`config.mk`:
```
export PLATFORM = sky130hd
export DESIGN_NAME = wav_header_parser_unit
export DESIGN_NICKNAME = d
export VERILOG_FILES = /design/src/rtl/core/wav_hdr_pkg.sv /design/src/rtl/core/wav_header_parser_unit.sv
export SDC_FILE = /design/constraint.sdc
export NUM_CORES = 1
export LEC_CHECK = 0
export BUFFER_PORTS_ARGS = -buffer_cell sky130_fd_sc_hd__buf_2
export CORE_MARGIN = 1.5
export CORE_UTILIZATION = 55
export DETAILED_ROUTE_END_ITERATION = 16
export PLACE_DENSITY_LB_ADDON = 0.25
export REMOVE_ABC_BUFFERS = 1
export SYNTH_ARGS = -nofsm -noshare
export SYNTH_HDL_FRONTEND = slang
export SYNTH_SLANG_ARGS = --single-unit
```
`constraint.sdc`:
```
create_clock -name i_clk -period 20 [get_ports i_clk]
set_clock_uncertainty 0.15 [all_clocks]
set_input_delay 2 -clock i_clk [delete_from_list [all_inputs] [get_ports i_clk]]
set_output_delay 2 -clock i_clk [all_outputs]
set_load 0.02 [all_outputs]
```
`src/rtl/core/wav_hdr_pkg.sv`:
```
// ----------------------------------------------------------------------------
// wav_hdr_pkg
// Status codes, tags, header offsets and the result record of the WAV header
// parser.
// ----------------------------------------------------------------------------
package wav_hdr_pkg;

    localparam logic [2:0] ST_OK     = 3'd0;
    localparam logic [2:0] ST_SMALL  = 3'd1;
    localparam logic [2:0] ST_RIFF   = 3'd2;
    localparam logic [2:0] ST_WAVE   = 3'd3;
    localparam logic [2:0] ST_FMT    = 3'd4;
    localparam logic [2:0] ST_PCM    = 3'd5;
    localparam logic [2:0] ST_BITS   = 3'd6;
    localparam logic [2:0] ST_NODATA = 3'd7;

    localparam logic [31:0] TAG_RIFF = 32'h5249_4646;
    localparam logic [31:0] TAG_WAVE = 32'h5741_5645;
    localparam logic [31:0] TAG_FMT  = 32'h666D_7420;
    localparam logic [31:0] TAG_DATA = 32'h6461_7461;

    localparam logic [7:0]  FMT_PCM        = 8'd1;
    localparam logic [7:0]  BITS_16        = 8'd16;
    localparam logic [5:0]  HDR_LAST_POS   = 6'd35;
    localparam logic [31:0] REPORT_POS     = 32'd43;
    localparam logic [31:0] CHUNK_HDR_LEN  = 32'd8;
    localparam logic [33:0] CHUNK_SPAN_ADD = 34'd9;

    typedef struct packed {
        logic [2:0]  status;
        logic [31:0] sample_rate;
        logic [15:0] channel_count;
        logic [31:0] pcm_offset;
        logic [31:0] pcm_size;
    } t_result;

    function automatic logic [7:0] tag_byte(input logic [31:0] tag, input logic [1:0] idx);
        logic [31:0] sh;
        sh = tag >> {2'd3 - idx, 3'b000};
        return sh[7:0];
    endfunction

    function automatic t_result make_result(
        input logic [2:0]  status,
        input logic [31:0] rate,
        input logic [15:0] chans,
        input logic [31:0] ofs,
        input logic [31:0] size
    );
        t_result r;
        r.status        = status;
        r.sample_rate   = (status == ST_OK) ? rate  : 32'd0;
        r.channel_count = (status == ST_OK) ? chans : 16'd0;
        r.pcm_offset    = (status == ST_OK) ? ofs   : 32'd0;
        r.pcm_size      = (status == ST_OK) ? size  : 32'd0;
        return r;
    endfunction

endpackage

```
`src/rtl/core/wav_header_parser_unit.sv`:
```
// ----------------------------------------------------------------------------
// wav_header_parser_unit
// Byte-serial WAV header parser: checks the fixed header, walks the chunk
// list to the data chunk and reports one status record per file.
//
//   channel | signals                              | direction
//   --------+--------------------------------------+----------
//   in      | i_in_valid, o_in_stall, byte, eof    | sink
//   out     | o_out_valid, i_out_stall, 5 fields   | source
//
// One byte transfer per cycle while o_in_stall is low; a result is registered
// into the output register, or into the skid while the output is stalled.
// A one-entry skid behind the output register absorbs a result while the
// output is stalled; o_in_stall is high only while the skid is occupied.
// i_rst_n (synchronous, active low) clears the parse state and both valids.
// ----------------------------------------------------------------------------
module wav_header_parser_unit
    import wav_hdr_pkg::*;
(
    input  logic        i_clk,
    input  logic        i_rst_n,
    input  logic        i_in_valid,
    output logic        o_in_stall,
    input  logic [7:0]  i_file_byte,
    input  logic        i_end_of_file,
    output logic        o_out_valid,
    input  logic        i_out_stall,
    output logic [2:0]  o_status,
    output logic [31:0] o_sample_rate,
    output logic [15:0] o_channel_count,
    output logic [31:0] o_pcm_offset,
    output logic [31:0] o_pcm_size
);

    localparam logic [1:0] PH_HEADER = 2'd0;
    localparam logic [1:0] PH_CHUNK  = 2'd1;
    localparam logic [1:0] PH_SKIP   = 2'd2;
    localparam logic [1:0] PH_DONE   = 2'd3;

    logic [31:0] r_pos,   n_pos;
    logic [2:0]  r_err,   n_err;
    logic [31:0] r_rate,  n_rate;
    logic [15:0] r_chan,  n_chan;
    logic [63:0] r_shift, n_shift;
    logic [31:0] r_skip,  n_skip;
    logic [1:0]  r_phase, n_phase;

    logic        r_out_valid, r_skd_valid;
    t_result     r_out, r_skd;

    logic        accept, out_take, res_hit;
    t_result     res;
    logic [5:0]  hp;
    logic [63:0] shift_cat;
    logic [31:0] chunk_size, skip_left;
    logic [33:0] span;

    assign accept     = i_in_valid && !r_skd_valid;
    assign out_take   = r_out_valid && !i_out_stall;
    assign hp         = r_pos[5:0];
    assign shift_cat  = {r_shift[55:0], i_file_byte};
    assign chunk_size = {shift_cat[7:0], shift_cat[15:8], shift_cat[23:16], shift_cat[31:24]};
    assign skip_left  = (r_skip != 32'd0) ? (r_skip - 32'd1) : r_skip;
    assign span       = {2'b00, r_pos} + {2'b00, chunk_size} + CHUNK_SPAN_ADD;

    always_comb begin
        n_pos   = r_pos;
        n_err   = r_err;
        n_rate  = r_rate;
        n_chan  = r_chan;
        n_shift = r_shift;
        n_skip  = r_skip;
        n_phase = r_phase;
        res_hit = 1'b0;
        res     = '0;
        if (accept) begin
            case (r_phase)
                PH_HEADER: begin
                    if (hp < 6'd4) begin
                        if (i_file_byte != tag_byte(TAG_RIFF, hp[1:0]) && r_err == ST_OK)
                            n_err = ST_RIFF;
                    end else if (hp >= 6'd8 && hp < 6'd12) begin
                        if (i_file_byte != tag_byte(TAG_WAVE, hp[1:0]) && r_err == ST_OK)
                            n_err = ST_WAVE;
                    end else if (hp >= 6'd12 && hp < 6'd16) begin
                        if (i_file_byte != tag_byte(TAG_FMT, hp[1:0]) && r_err == ST_OK)
                            n_err = ST_FMT;
                    end else if (hp == 6'd20) begin
                        if (i_file_byte != FMT_PCM && r_err == ST_OK)
                            n_err = ST_PCM;
                    end else if (hp == 6'd21) begin
                        if (i_file_byte != 8'd0 && r_err == ST_OK)
                            n_err = ST_PCM;
                    end else if (hp == 6'd22) begin
                        n_chan[7:0] = i_file_byte;
                    end else if (hp == 6'd23) begin
                        n_chan[15:8] = i_file_byte;
                    end else if (hp >= 6'd24 && hp < 6'd28) begin
                        n_rate[{hp[1:0], 3'b000} +: 8] = i_file_byte;
                    end else if (hp == 6'd34) begin
                        if (i_file_byte != BITS_16 && r_err == ST_OK)
                            n_err = ST_BITS;
                    end else if (hp == 6'd35) begin
                        if (i_file_byte != 8'd0 && r_err == ST_OK)
                            n_err = ST_BITS;
                    end
                    if (hp == HDR_LAST_POS) begin
                        n_phase = PH_CHUNK;
                        n_skip  = CHUNK_HDR_LEN;
                        n_shift = '0;
                    end
                end
                PH_CHUNK: begin
                    n_shift = shift_cat;
                    n_skip  = skip_left;
                    if (r_pos == REPORT_POS && r_err != ST_OK) begin
                        res_hit = 1'b1;
                        res     = make_result(r_err, r_rate, r_chan, 32'd0, 32'd0);
                        n_phase = PH_DONE;
                    end else if (skip_left == 32'd0) begin
                        if (shift_cat[63:32] == TAG_DATA) begin
                            res_hit = 1'b1;
                            res     = make_result(ST_OK, r_rate, r_chan, r_pos + 32'd1,
                                                  chunk_size);
                            n_phase = PH_DONE;
                        end else if (span[33:32] != 2'b00) begin
                            res_hit = 1'b1;
                            res     = make_result(ST_NODATA, r_rate, r_chan, 32'd0, 32'd0);
                            n_phase = PH_DONE;
                        end else if (chunk_size == 32'd0) begin
                            n_skip  = CHUNK_HDR_LEN;
                            n_shift = '0;
                        end else begin
                            n_skip  = chunk_size;
                            n_phase = PH_SKIP;
                        end
                    end
                end
                PH_SKIP: begin
                    n_skip = skip_left;
                    if (skip_left == 32'd0) begin
                        n_phase = PH_CHUNK;
                        n_skip  = CHUNK_HDR_LEN;
                        n_shift = '0;
                    end
                end
                default: begin
                end
            endcase
            n_pos = r_pos + 32'd1;
            if (i_end_of_file) begin
                if (!res_hit && r_phase != PH_DONE) begin
                    res_hit = 1'b1;
                    res     = make_result((r_pos < REPORT_POS) ? ST_SMALL : ST_NODATA,
                                          r_rate, r_chan, 32'd0, 32'd0);
                end
                n_pos   = '0;
                n_err   = ST_OK;
                n_rate  = '0;
                n_chan  = '0;
                n_shift = '0;
                n_skip  = '0;
                n_phase = PH_HEADER;
            end
        end
    end

    always_ff @(posedge i_clk) begin
        if (!i_rst_n) begin
            r_pos   <= '0;
            r_err   <= ST_OK;
            r_rate  <= '0;
            r_chan  <= '0;
            r_shift <= '0;
            r_skip  <= '0;
            r_phase <= PH_HEADER;
        end else begin
            r_pos   <= n_pos;
            r_err   <= n_err;
            r_rate  <= n_rate;
            r_chan  <= n_chan;
            r_shift <= n_shift;
            r_skip  <= n_skip;
            r_phase <= n_phase;
        end
    end

    // output register with skid
    always_ff @(posedge i_clk) begin
        if (!i_rst_n) begin
            r_out_valid <= 1'b0;
            r_skd_valid <= 1'b0;
        end else if (r_skd_valid) begin
            if (out_take) begin
                r_out       <= r_skd;
                r_skd_valid <= 1'b0;
            end
        end else if (res_hit) begin
            if (!r_out_valid || out_take) begin
                r_out       <= res;
                r_out_valid <= 1'b1;
            end else begin
                r_skd       <= res;
                r_skd_valid <= 1'b1;
            end
        end else if (out_take) begin
            r_out_valid <= 1'b0;
        end
    end

    assign o_in_stall      = r_skd_valid;
    assign o_out_valid     = r_out_valid;
    assign o_status        = r_out.status;
    assign o_sample_rate   = r_out.sample_rate;
    assign o_channel_count = r_out.channel_count;
    assign o_pcm_offset    = r_out.pcm_offset;
    assign o_pcm_size      = r_out.pcm_size;

endmodule

```
==> key figures, run 1 <==
Synthesis
  • Cell count after synthesis: 1823
  • Register area share after synthesis: 54.0%
  • Synth area leader: edfxtp_1
  • Yosys cell types: 82
  • Ys flop type: edfxtp_1
  • Area contributors post-synth: edfxtp_1 (36%), dfxtp_1 (18%), ha_1 (4.8%)
  • Number of flops mapped to enable cells by yosys: 230
  • Ys async rst share: 0%
  • Post-synth top area share: 35.8%
  • Syn Area/Cell: 10.6 um^2
  • FF+latch count, synth: 405
  • YS warnings: 0
  • Post-Syn Area: 19300 um^2

Worst setup path
  • Flop2flop setup slack: 13.88 ns
  • CP startpoint kind: flop
  • Critical Path RT: 20.03 ns
  • WP data arrival: between 6 and 7 ns
  • CP Class: flop to flop
  • Endpoint class of the critical path: flop
  • CP Max Fanout: 61

Run status
  • Status: completed

Floorplan
  • Die Wd: 190 um
  • # rows: 68
  • Die height: 190 um
  • Starting Density: 55.8%
  • IO Pins: 130
  • CORE AREA: 34500 um^2
  • Die ar.: 36200 um^2

Detailed routing
  • Detailed-route DRC error count: 0
  • Total number of vias: 14600
  • DR pass1 iterations: 8
  • DR top layer: met5
  • Wire length per cell: 21.2 um
  • Antenna violation net count after detailed routing: 0
  • DR WL met3: 3.35 mm
  • Final WL: 50.6 mm
  • Vias per cell: 6.11
  • Wire length on met2: 23.3 mm
  • Iter 0 DRT Violations: 1432
  • WL met1: about 22 mm

Clock tree
  • CTS Root Cell: clkbuf_16
  • Post-CTS Resized: 0
  • CTS tree: yes
  • Post-CTS setup buffer count: 0
  • Clock Latency Late Sink: 0.55 ns
  • Clock Tree Buf Depth: 3
  • CTS HTree Levels: 2
  • CTS clock-pin slew for the worst setup and hold paths: ~0.060 ns
  • Sink Count: 405
  • Hold_buf cts: 0
  • Inserted Clock Buffers: 41

Global route
  • Largest net degree at the start of global routing: 74
  • First-pass GRT wire length: 78.8 mm
  • Vias in the first global route: ~14000
  • Initial antenna violation count: 2
  • GRT overflow: 0
  • Total track usage: 28.0%

Finish
  • Final cell count without fillers: ~2400
  • Commonest non-fill, non-tap cells in the layout: edfxtp_1 (230), dfxtp_1 (174), nand2_1 (151)
  • Cell area after layout: between 20000 and 25000 um^2
  • Net count, final: 1991
  • Commonest non-fill, non-tap cell in the layout: edfxtp_1
  • Area Growth Syn to Fin: 12.0%
  • Ratio of cells with drive above 1 in the final layout: 14.4%

Power and ir drop
  • Peak VDD IR: 62.5 uV
  • P_int: ~1400 uW
  • Part of the power in combinational logic: 11.8%
  • Share of total power in sequential cells: 47.2%
  • Sw frac: around 26%
  • Switch Pwr: 487 uW
  • P per Cell Area: 87.7 nW/um^2
  • Leakage: 0.00887 uW
  • Clock share of power: 40.9%

STA
  • Setup ws final: between 10 and 15 ns
  • RSZ-0062 raised after global routing: no
  • Relative slew slack: between 20% and 30%
  • Hold Fails Final Rpt: 0
  • Final min period: 6.12 ns
  • Worst Tran Pin Value: 1.13 ns
  • Final period util: between 30% and 40%
  • Pins Over Slew Limit: 0
  • Final Setup Violations: 0
  • Setup tns final: 0 ns
  • Fmax: 0.163 GHz

Placed design
  • Pre-CTS WS: 13.45 ns
  • Routability cong.: roughly 0.95
  • I/O Buffers: 129
  • Cell Area, Placed: 20200 um^2
  • Placed insts: 2316
  • DP Wirelength: about 34 mm

Job
  • # Max-Cap Violations: 0

Worst hold path
  • HP Class: flop to flop
-- area by class of cell --
class                           count  area, um^2
Clock buffer                       57        1170
Sequential cell                   405       10400
Inverter                           34         129
Multi-Input combinational cell   1269        8280
Tap cell                          455         569
Clock inverter                     19         208
Timing Repair Buffer              153         826
Antenna cell                        1        2.50
Fill cell                        2839       12900
-- through the flow --
stage / total power [uW] / util [%] / hold WS, ns
floorplan: 1060 / - / 0.277
finish: 1890 / 62.5 / 0.300
CTS: 1900 / 62.5 / 0.300
global placement: 1130 / 58.5 / 0.285
detailed placement: 1130 / 58.5 / 0.291
global route: 1960 / 62.5 / 0.314
-- routing by layer --
| layer | track usage (%) | vias up |
|---|---|---|
| met3 | 4.73 | 85 |
| met4 | 9.99 | 2 |
| met5 | 0 | - |
| met2 | 44.7 | 538 |
| met1 | 38.5 | 7095 |
| li1 | - | 6909 |
-- power by group through the flow --
stage | Combinational, uW | Clock, uW | Sequential, uW
floorplan | 140 | 0 | 919
global placement | 219 | 0 | 912
detailed placement | 218 | 0 | 913
CTS | 219 | 784 | 895
global route | 245 | 818 | 896
finish | 224 | 776 | 895
-- synthesized netlist by cell type (25+ instances only) --
| cell type | instances |
|---|---|
| edfxtp_1 | 230 |
| nor2_1 | 119 |
| nor3_1 | 31 |
| nor4_1 | 31 |
| clkbuf_1 | 91 |
| inv_1 | 32 |
| xnor2_1 | 25 |
| a21o_1 | 119 |
| nand3_1 | 98 |
| dfxtp_1 | 175 |
| nand2_1 | 151 |
| a21oi_1 | 119 |
| a22oi_1 | 39 |
| and2_1 | 86 |
| ha_1 | 74 |
| o21ai_0 | 66 |
| nor2_4 | 30 |
| a22o_1 | 27 |
-- worst max-delay path, stage by stage, from the launching register on --
cell and delay (ns):
dfxtp_1 0.37, inv_1 0.12, ha_1 0.28, nor3b_1 0.66, nand3_1 0.38, nor3_2 0.53, buf_4 0.31, o211ai_1 0.14
nor4_1 0.39, nand4b_4 0.17, o31ai_1 0.30, a21boi_0 0.21, nor2_1 0.21, o211a_4 0.70, buf_4 0.73
-- path summary, 6_finish.rpt --
kind,start,to,cells past startpoint
max,r_skip[0]$_SDFFE_PN0P_,o_status[1]$_DFFE_PP_,14
min,r_rate[25]$_SDFFE_PN0P_,r_rate[25]$_SDFFE_PN0P_,2
max reg2reg,r_skip[0]$_SDFFE_PN0P_,o_status[1]$_DFFE_PP_,14
min reg2reg,r_rate[25]$_SDFFE_PN0P_,r_rate[25]$_SDFFE_PN0P_,2
-- sequential cells by signal, summed over array words and instances (netlist names), 2 cells and up --
| name | cells |
|---|---|
| r_chan | 16 |
| r_skd | 115 |
| o_pcm_offset | 32 |
| r_pos | 32 |
| o_channel_count | 16 |
| r_rate | 32 |
| r_phase | 2 |
| r_skip | 32 |
| o_pcm_size | 32 |
| o_sample_rate | 32 |
| r_shift | 56 |
| r_err | 3 |
| o_status | 3 |
-- cells by family after synthesis --
family / synth area share [%]
mux: 0.882
flops: 54.0
fa+ha+maj: 4.80
simple gates: 19.1
compound gates: 16.2
buf+inv: 3.26
xor+xnor: 1.82
No activity file was read; power rests on OpenSTA's default activity.
==> inputs of run 2 (changes only) <==
==> constraint.sdc (replaced) <==
create_clock -name i_clk -period 6.2 [get_ports i_clk]
set_clock_uncertainty 0.15 [all_clocks]
set_input_delay 0.62 -clock i_clk [delete_from_list [all_inputs] [get_ports i_clk]]
set_output_delay 0.62 -clock i_clk [all_outputs]
set_load 0.02 [all_outputs]
==> run 2 against run 1 <==
Combinational power rose to 3.3 times the previous value; hold slack worse by 0.054 ns; die area unchanged; maximum frequency up 24%; power rose to 3.3 times the previous value; critical endpoint is now r_skd[41]$_DFFE_PP_.
==> key figures, run 2 (synthesis gave the netlist of run 1 again) <==
Detailed routing
  • Detailed-route DRC error count: 0 (unchanged)
  • Antenna violation net count after detailed routing: 0 (unchanged)
  • DR pass1 iterations: 5 (-3)
  • Final WL: 51.8 mm (+2.3%)
  • Total number of vias: 14800 (+1.5%)
  • Iter 0 DRT Violations: 1399 (-2.3%)
  • Vias per cell: 6.17 (+0.98%)
  • Wire length per cell: 21.5 um (+1.7%)

Worst setup path
  • Endpoint class of the critical path: flop
  • CP Max Fanout: 70 (+15%)
  • WP data arrival: 5.00 ns (-1.15 ns)
  • CP Class: flop to flop
  • Worst R2R Path Depth: 12 (-2)
  • Critical Path RT: 6.26 ns (-13.77 ns)
  • CP startpoint kind: flop

Finish
  • Max reg flops: 115 (unchanged)
  • Diode count: 0 (-1)
  • Fill count: 2810 (-1.0%)
  • Largest registers: r_skd x115, r_shift x56
  • Area Growth Syn to Fin: 13.0%
  • Post-layout util: 63.1% (+0.58 points)
  • Commonest non-fill, non-tap cells in the layout: edfxtp_1 (230), dfxtp_1 (174), nand2_1 (151)
  • Net count, final: 2002 (+0.55%)
  • Largest Register: r_skd
  • Ratio of cells with drive above 1 in the final layout: 14.9% (+0.52 points)
  • Final cell count without fillers: 2405 (+0.50%)
  • Commonest non-fill, non-tap cell in the layout: edfxtp_1

Global route
  • GRT overflow: 0 (unchanged)
  • Initial antenna violation count: 0 (-2)
  • Vias in the first global route: 14200 (+2.7%)
  • First-pass GRT wire length: 80.1 mm (+1.7%)
  • Total track usage: 28.5% (+0.50 points)
  • Largest net degree at the start of global routing: 92 (+24%)

Floorplan
  • # rows: 68 (unchanged)
  • IO Pins: 130 (unchanged)
  • Starting Density: 55.8% (unchanged)
  • Die height: 190 um (unchanged)
  • CORE AREA: 34500 um^2 (unchanged)
  • Die ar.: 36200 um^2 (unchanged)
  • Die Wd: 190 um (unchanged)

STA
  • Pins Over Slew Limit: 0 (unchanged)
  • Final period util: 79.7% (+49 points)
  • Final Setup Violations: 0 (unchanged)
  • Fmax: 0.202 GHz (+24%)
  • Worst Tran Pin Value: 1.06 ns (-0.0631 ns)
  • RSZ-0062 raised after global routing: no
  • Relative slew slack: 28.7% (+4.4 points)
  • Hold Fails Final Rpt: 0 (unchanged)
  • Setup tns final: 0 ns (unchanged)
  • Final min period: 4.94 ns (-1.18 ns)

Clock tree
  • Clock Latency Late Sink: 0.57 ns (+0.02 ns)
  • CTS HTree Levels: 2 (unchanged)
  • CTS clock-pin slew for the worst setup and hold paths: 0.06 ns (about the same)
  • Post-CTS setup buffer count: 0 (unchanged)
  • Inserted Clock Buffers: 43 (+4.9%)
  • Sink Count: 405 (unchanged)
  • Hold_buf cts: 0 (unchanged)
  • CTS tree: yes
  • Post-CTS Resized: 0 (unchanged)
  • Clock Tree Buf Depth: 3 (unchanged)
  • CTS Root Cell: clkbuf_16

Placed design
  • I/O Buffers: 129 (unchanged)
  • Placed insts: 2325 (+0.39%)
  • DP Wirelength: 34.3 mm (about the same)
  • Routability cong.: 0.969 (+1.4%)

Worst hold path
  • Hold path depth: 2 (unchanged)
  • HP Class: primary input to flop

Run status
  • Status: completed

Power and ir drop
  • Peak VDD IR: 195 uV (+210%)
  • Leakage: 0.00896 uW (+1.1%)
  • P per Cell Area: 287 nW/um^2 (+230%)

Job
  • # Max-Cap Violations: 0 (unchanged)
run 2: per-stage QoR:
stage               area (um^2)  setup WS, ns  hold WS (ns)  power (uW)
floorplan                 18800         -9.03         0.277        3420
global placement          20300          1.49         0.283        3670
detailed placement        20300          1.32         0.289        3670
CTS                       21800          1.31         0.229        6270
global route              21800         0.935         0.238        6450
finish                    21800          1.26         0.245        6250
run 2: final timing paths:
kind | from | slack (ns) | to
worst max-delay path | r_skip[0]$_SDFFE_PN0P_ | 1.26 | r_skd[41]$_DFFE_PP_
worst min-delay path | i_out_stall | 0.25 | o_in_stall$_SDFF_PN0_
worst min register to register | r_rate[31]$_SDFFE_PN0P_ | 0.29 | r_rate[31]$_SDFFE_PN0P_
worst max register to register | r_skip[0]$_SDFFE_PN0P_ | 1.26 | r_skd[41]$_DFFE_PP_
run 2: layout make-up:
cell class | instances | area (um^2) | area share [%]
inverter | 34 | 129 | 0.591
multi-input combinational | 1269 | 8270 | 37.9
timing repair buffer | 162 | 956 | 4.39
sequential | 405 | 10400 | 47.8
clock buffer | 52 | 1160 | 5.32
tap | 455 | 569 | 2.61
clock inverter | 28 | 298 | 1.37
run 2: power by group:
part	total [uW]	internal, uW	switching, uW
Sequential	2890	2860	28.5
Combinational	741	239	502
Clock	2620	1520	1100
Total	6250	4620	1630
run 2: routing by layer:
| metal | GRT usage, % | vias up | share of wire [%] | wire length [um] |
|---|---|---|---|---|
| li1 | - | 6927 | - | - |
| met1 | 38.3 | 7232 | 42 | 22000 |
| met2 | 46.2 | 579 | 47 | 24400 |
| met3 | 4.80 | 109 | 7.1 | 3650 |
| met4 | 11.2 | 0 | 3.4 | 1770 |
| met5 | 0 | - | 0 | 0 |
run 2: worst max-delay path: stages (launching register included):
cell and delay, ns:
dfxtp_1 0.37, inv_1 0.13, ha_1 0.26, nor3b_1 0.56
nand3_1 0.36, nor3_2 0.47, o211ai_1 0.15, nor4_1 0.49
nand4b_4 0.18, o31ai_1 0.28, a21boi_0 0.20, nor4_2 0.53
buf_12 0.38
==> inputs of run 3 (changes only) <==
==> constraint.sdc (replaced) <==
create_clock -name i_clk -period 4.8 [get_ports i_clk]
set_clock_uncertainty 0.15 [all_clocks]
set_input_delay 0.48 -clock i_clk [delete_from_list [all_inputs] [get_ports i_clk]]
set_output_delay 0.48 -clock i_clk [all_outputs]
set_load 0.02 [all_outputs]
==> run 3 against run 2 <==
Register-to-register slack worse by 1.0 ns; setup slack worse by 1.0 ns; clock-buffer cell count grew 7; power up 26%; global-route usage increased by 1.4 points; sequential cell count did not move; core utilization increased by 1.6 points; design area is 2.5% higher; clock power is 17% higher; non-clock buffer count up 86; wire length increased by 4.2%; critical endpoint is now r_skd[81]$_DFFE_PP_; largest power group unchanged.
==> key figures, run 3 (synthesis gave the netlist of run 1 again) <==
Clock tree
  • Sink Count: 405 (unchanged)
  • Clock Tree Buf Depth: 3 (unchanged)
  • CTS tree: yes
  • CTS clock-pin slew for the worst setup and hold paths: 0.06 ns (about the same)
  • Inserted Clock Buffers: 41 (-4.7%)
  • CTS HTree Levels: 2 (unchanged)
  • CTS Root Cell: clkbuf_16
  • Hold_buf cts: 0 (unchanged)
  • Post-CTS setup buffer count: 0 (unchanged)
  • Post-CTS Resized: 0 (unchanged)
  • Clock Latency Late Sink: 0.55 ns (-0.02 ns)

Finish
  • Net count, final: 2086 (+4.2%)
  • Area Growth Syn to Fin: 15.8%
  • Ratio of cells with drive above 1 in the final layout: 17.7% (+2.8 points)
  • Largest registers: r_skd x115, r_shift x56
  • Commonest non-fill, non-tap cells in the layout: edfxtp_1 (230), dfxtp_1 (174), nand2_1 (151)
  • Commonest non-fill, non-tap cell in the layout: edfxtp_1
  • Largest Register: r_skd
  • Max reg flops: 115 (unchanged)
  • FF+latch area: 10400 um^2 (unchanged)
  • Final cell count without fillers: 2486 (+3.4%)
  • Fill count: 2753 (-2.0%)
  • Multi-input gate area: 8260 um^2 (about the same)

Detailed routing
  • Detailed-route DRC error count: 0 (unchanged)
  • Antenna violation net count after detailed routing: 0 (unchanged)
  • Vias per cell: 6.15 (-0.37%)
  • Final WL: 53.9 mm (+4.2%)
  • Wire length per cell: 21.7 um (+0.77%)
  • DR pass1 iterations: 5 (unchanged)
  • Total number of vias: 15300 (+3.0%)
  • Iter 0 DRT Violations: 1365 (-2.4%)

Global route
  • Vias in the first global route: 14700 (+3.5%)
  • GRT overflow: 0 (unchanged)
  • First-pass GRT wire length: 84.0 mm (+4.9%)
  • Largest net degree at the start of global routing: 86 (-6.5%)
  • Total track usage: 29.9% (+1.4 points)
  • Initial antenna violation count: 1 (+1)

Floorplan
  • Die Wd: 190 um (unchanged)
  • IO Pins: 130 (unchanged)
  • Starting Density: 55.8% (unchanged)
  • Die ar.: 36200 um^2 (unchanged)
  • CORE AREA: 34500 um^2 (unchanged)
  • Die height: 190 um (unchanged)
  • # rows: 68 (unchanged)

STA
  • Final period util: 94.7% (+15 points)
  • Fmax: 0.220 GHz (+8.6%)
  • Pins Over Slew Limit: 0 (unchanged)
  • Final Setup Violations: 0 (unchanged)
  • Final min period: 4.55 ns (-0.391 ns)
  • Relative slew slack: 23.1% (-5.6 points)
  • Setup ws final: 0.252 ns (-1.01 ns)
  • RSZ-0062 raised after global routing: no
  • Worst Tran Pin Value: 1.14 ns (+0.0807 ns)
  • Hold Fails Final Rpt: 0 (unchanged)

Placed design
  • Placed insts: 2411 (+3.7%)
  • I/O Buffers: 129 (unchanged)
  • Pre-CTS WS: 0.325 ns (-0.998 ns)
  • DP Wirelength: 38.2 mm (+11%)
  • Routability cong.: 0.979 (+1.1%)

Worst setup path
  • CP startpoint kind: flop
  • WP data arrival: 4.64 ns (-0.36 ns)
  • CP Max Fanout: 36 (-49%)
  • Critical Path RT: 4.89 ns (-1.37 ns)
  • Critical-path cell list: inv_1 -> ha_1 -> or3b_2 -> nor3_1 -> buf_4 -> a31o_2 -> nor3_1 -> nor4_1 -> buf_4 -> nand4b_4 -> o31ai_1 -> a21boi_0 -> nor4_2 -> buf_4 -> buf_12
  • Endpoint class of the critical path: flop
  • Most Frequent Cell on Critical Path: buf_4
  • CP Class: flop to flop
  • Crit-path max cell delay: 0.51 ns (-0.05 ns)
  • Critical path's slowest cell: or3b_2

Power and ir drop
  • P per Cell Area: 353 nW/um^2 (+23%)
  • Peak VDD IR: 250 uV (+28%)
  • Total power: 7870 uW (+26%)
  • Leakage: 0.00933 uW (+4.1%)

Run status
  • Status: completed

Job
  • # Max-Cap Violations: 0 (unchanged)

Worst hold path
  • HP Class: primary input to flop
[run 3: cell types whose count changed in the layout (fill, tap and decap cells not counted), moves of 2 or more]
cell and delta:
clkbuf_1 +11, buf_4 +78, clkbuf_16 -2, clkinv_4 -2, clkinv_2 -4, inv_6 -2, clkbuf_8 -2, buf_12 +8
bufinv_16 -2
[run 3: power breakdown]
group	internal, uW	switching (uW)
clock network	1740	1320
logic	407	685
registers	3690	32.9
[run 3: per-layer routing]
metal / vias up / global-route usage [%] / routed length, um
met5: - / 0 / 0
met4: 0 / 13.5 / 2440
met3: 152 / 4.58 / 3840
met2: 675 / 49.7 / 25800
met1: 7373 / 38.6 / 21800
li1: 7090 / - / -
[run 3: path summary, 6_finish.rpt]
check | from | endpoint | slack [ns] | depth (start not counted)
hold / removal | i_rst_n | o_out_valid$_SDFFE_PN0P_ | 0.14 | 2
hold reg to reg | r_rate[9]$_SDFFE_PN0P_ | r_rate[9]$_SDFFE_PN0P_ | 0.30 | 2
setup / recovery | r_skip[0]$_SDFFE_PN0P_ | r_skd[81]$_DFFE_PP_ | 0.25 | 15
setup reg to reg | r_skip[0]$_SDFFE_PN0P_ | r_skd[81]$_DFFE_PP_ | 0.25 | 15
[run 3: per-stage QoR]
stage	hold slack [ns]	utilization (%)	area [um^2]	setup TNS (ns)
floorplan	0.277	-	18800	-1494.55
global route	0.129	64.6	22300	0
global placement	0.285	61.0	21100	0
finish	0.142	64.6	22300	0
detailed placement	0.290	61.0	21100	0
CTS	0.121	64.6	22300	0
[run 3: final cells by class]
class | instances | area share, %
flip-flops and latches | 405 | 46.6
multi-input cells | 1269 | 37.0
repair buffers | 248 | 7.62
clock buffers | 59 | 5.03
well taps | 455 | 2.55
clock inverters | 15 | 0.577
inverters | 34 | 0.577
diodes | 1 | 0.0112
[run 3: critical path: cells and delay by family, from the launching register on]
family	cells	cell delay, ns
AND/OR/NAND/NOR	6	1.58
buffers and inverters	5	1.08
AO/OA/AOI/OAI	3	0.77
flip-flops	1	0.38
adder cells (fa/ha/maj)	1	0.26
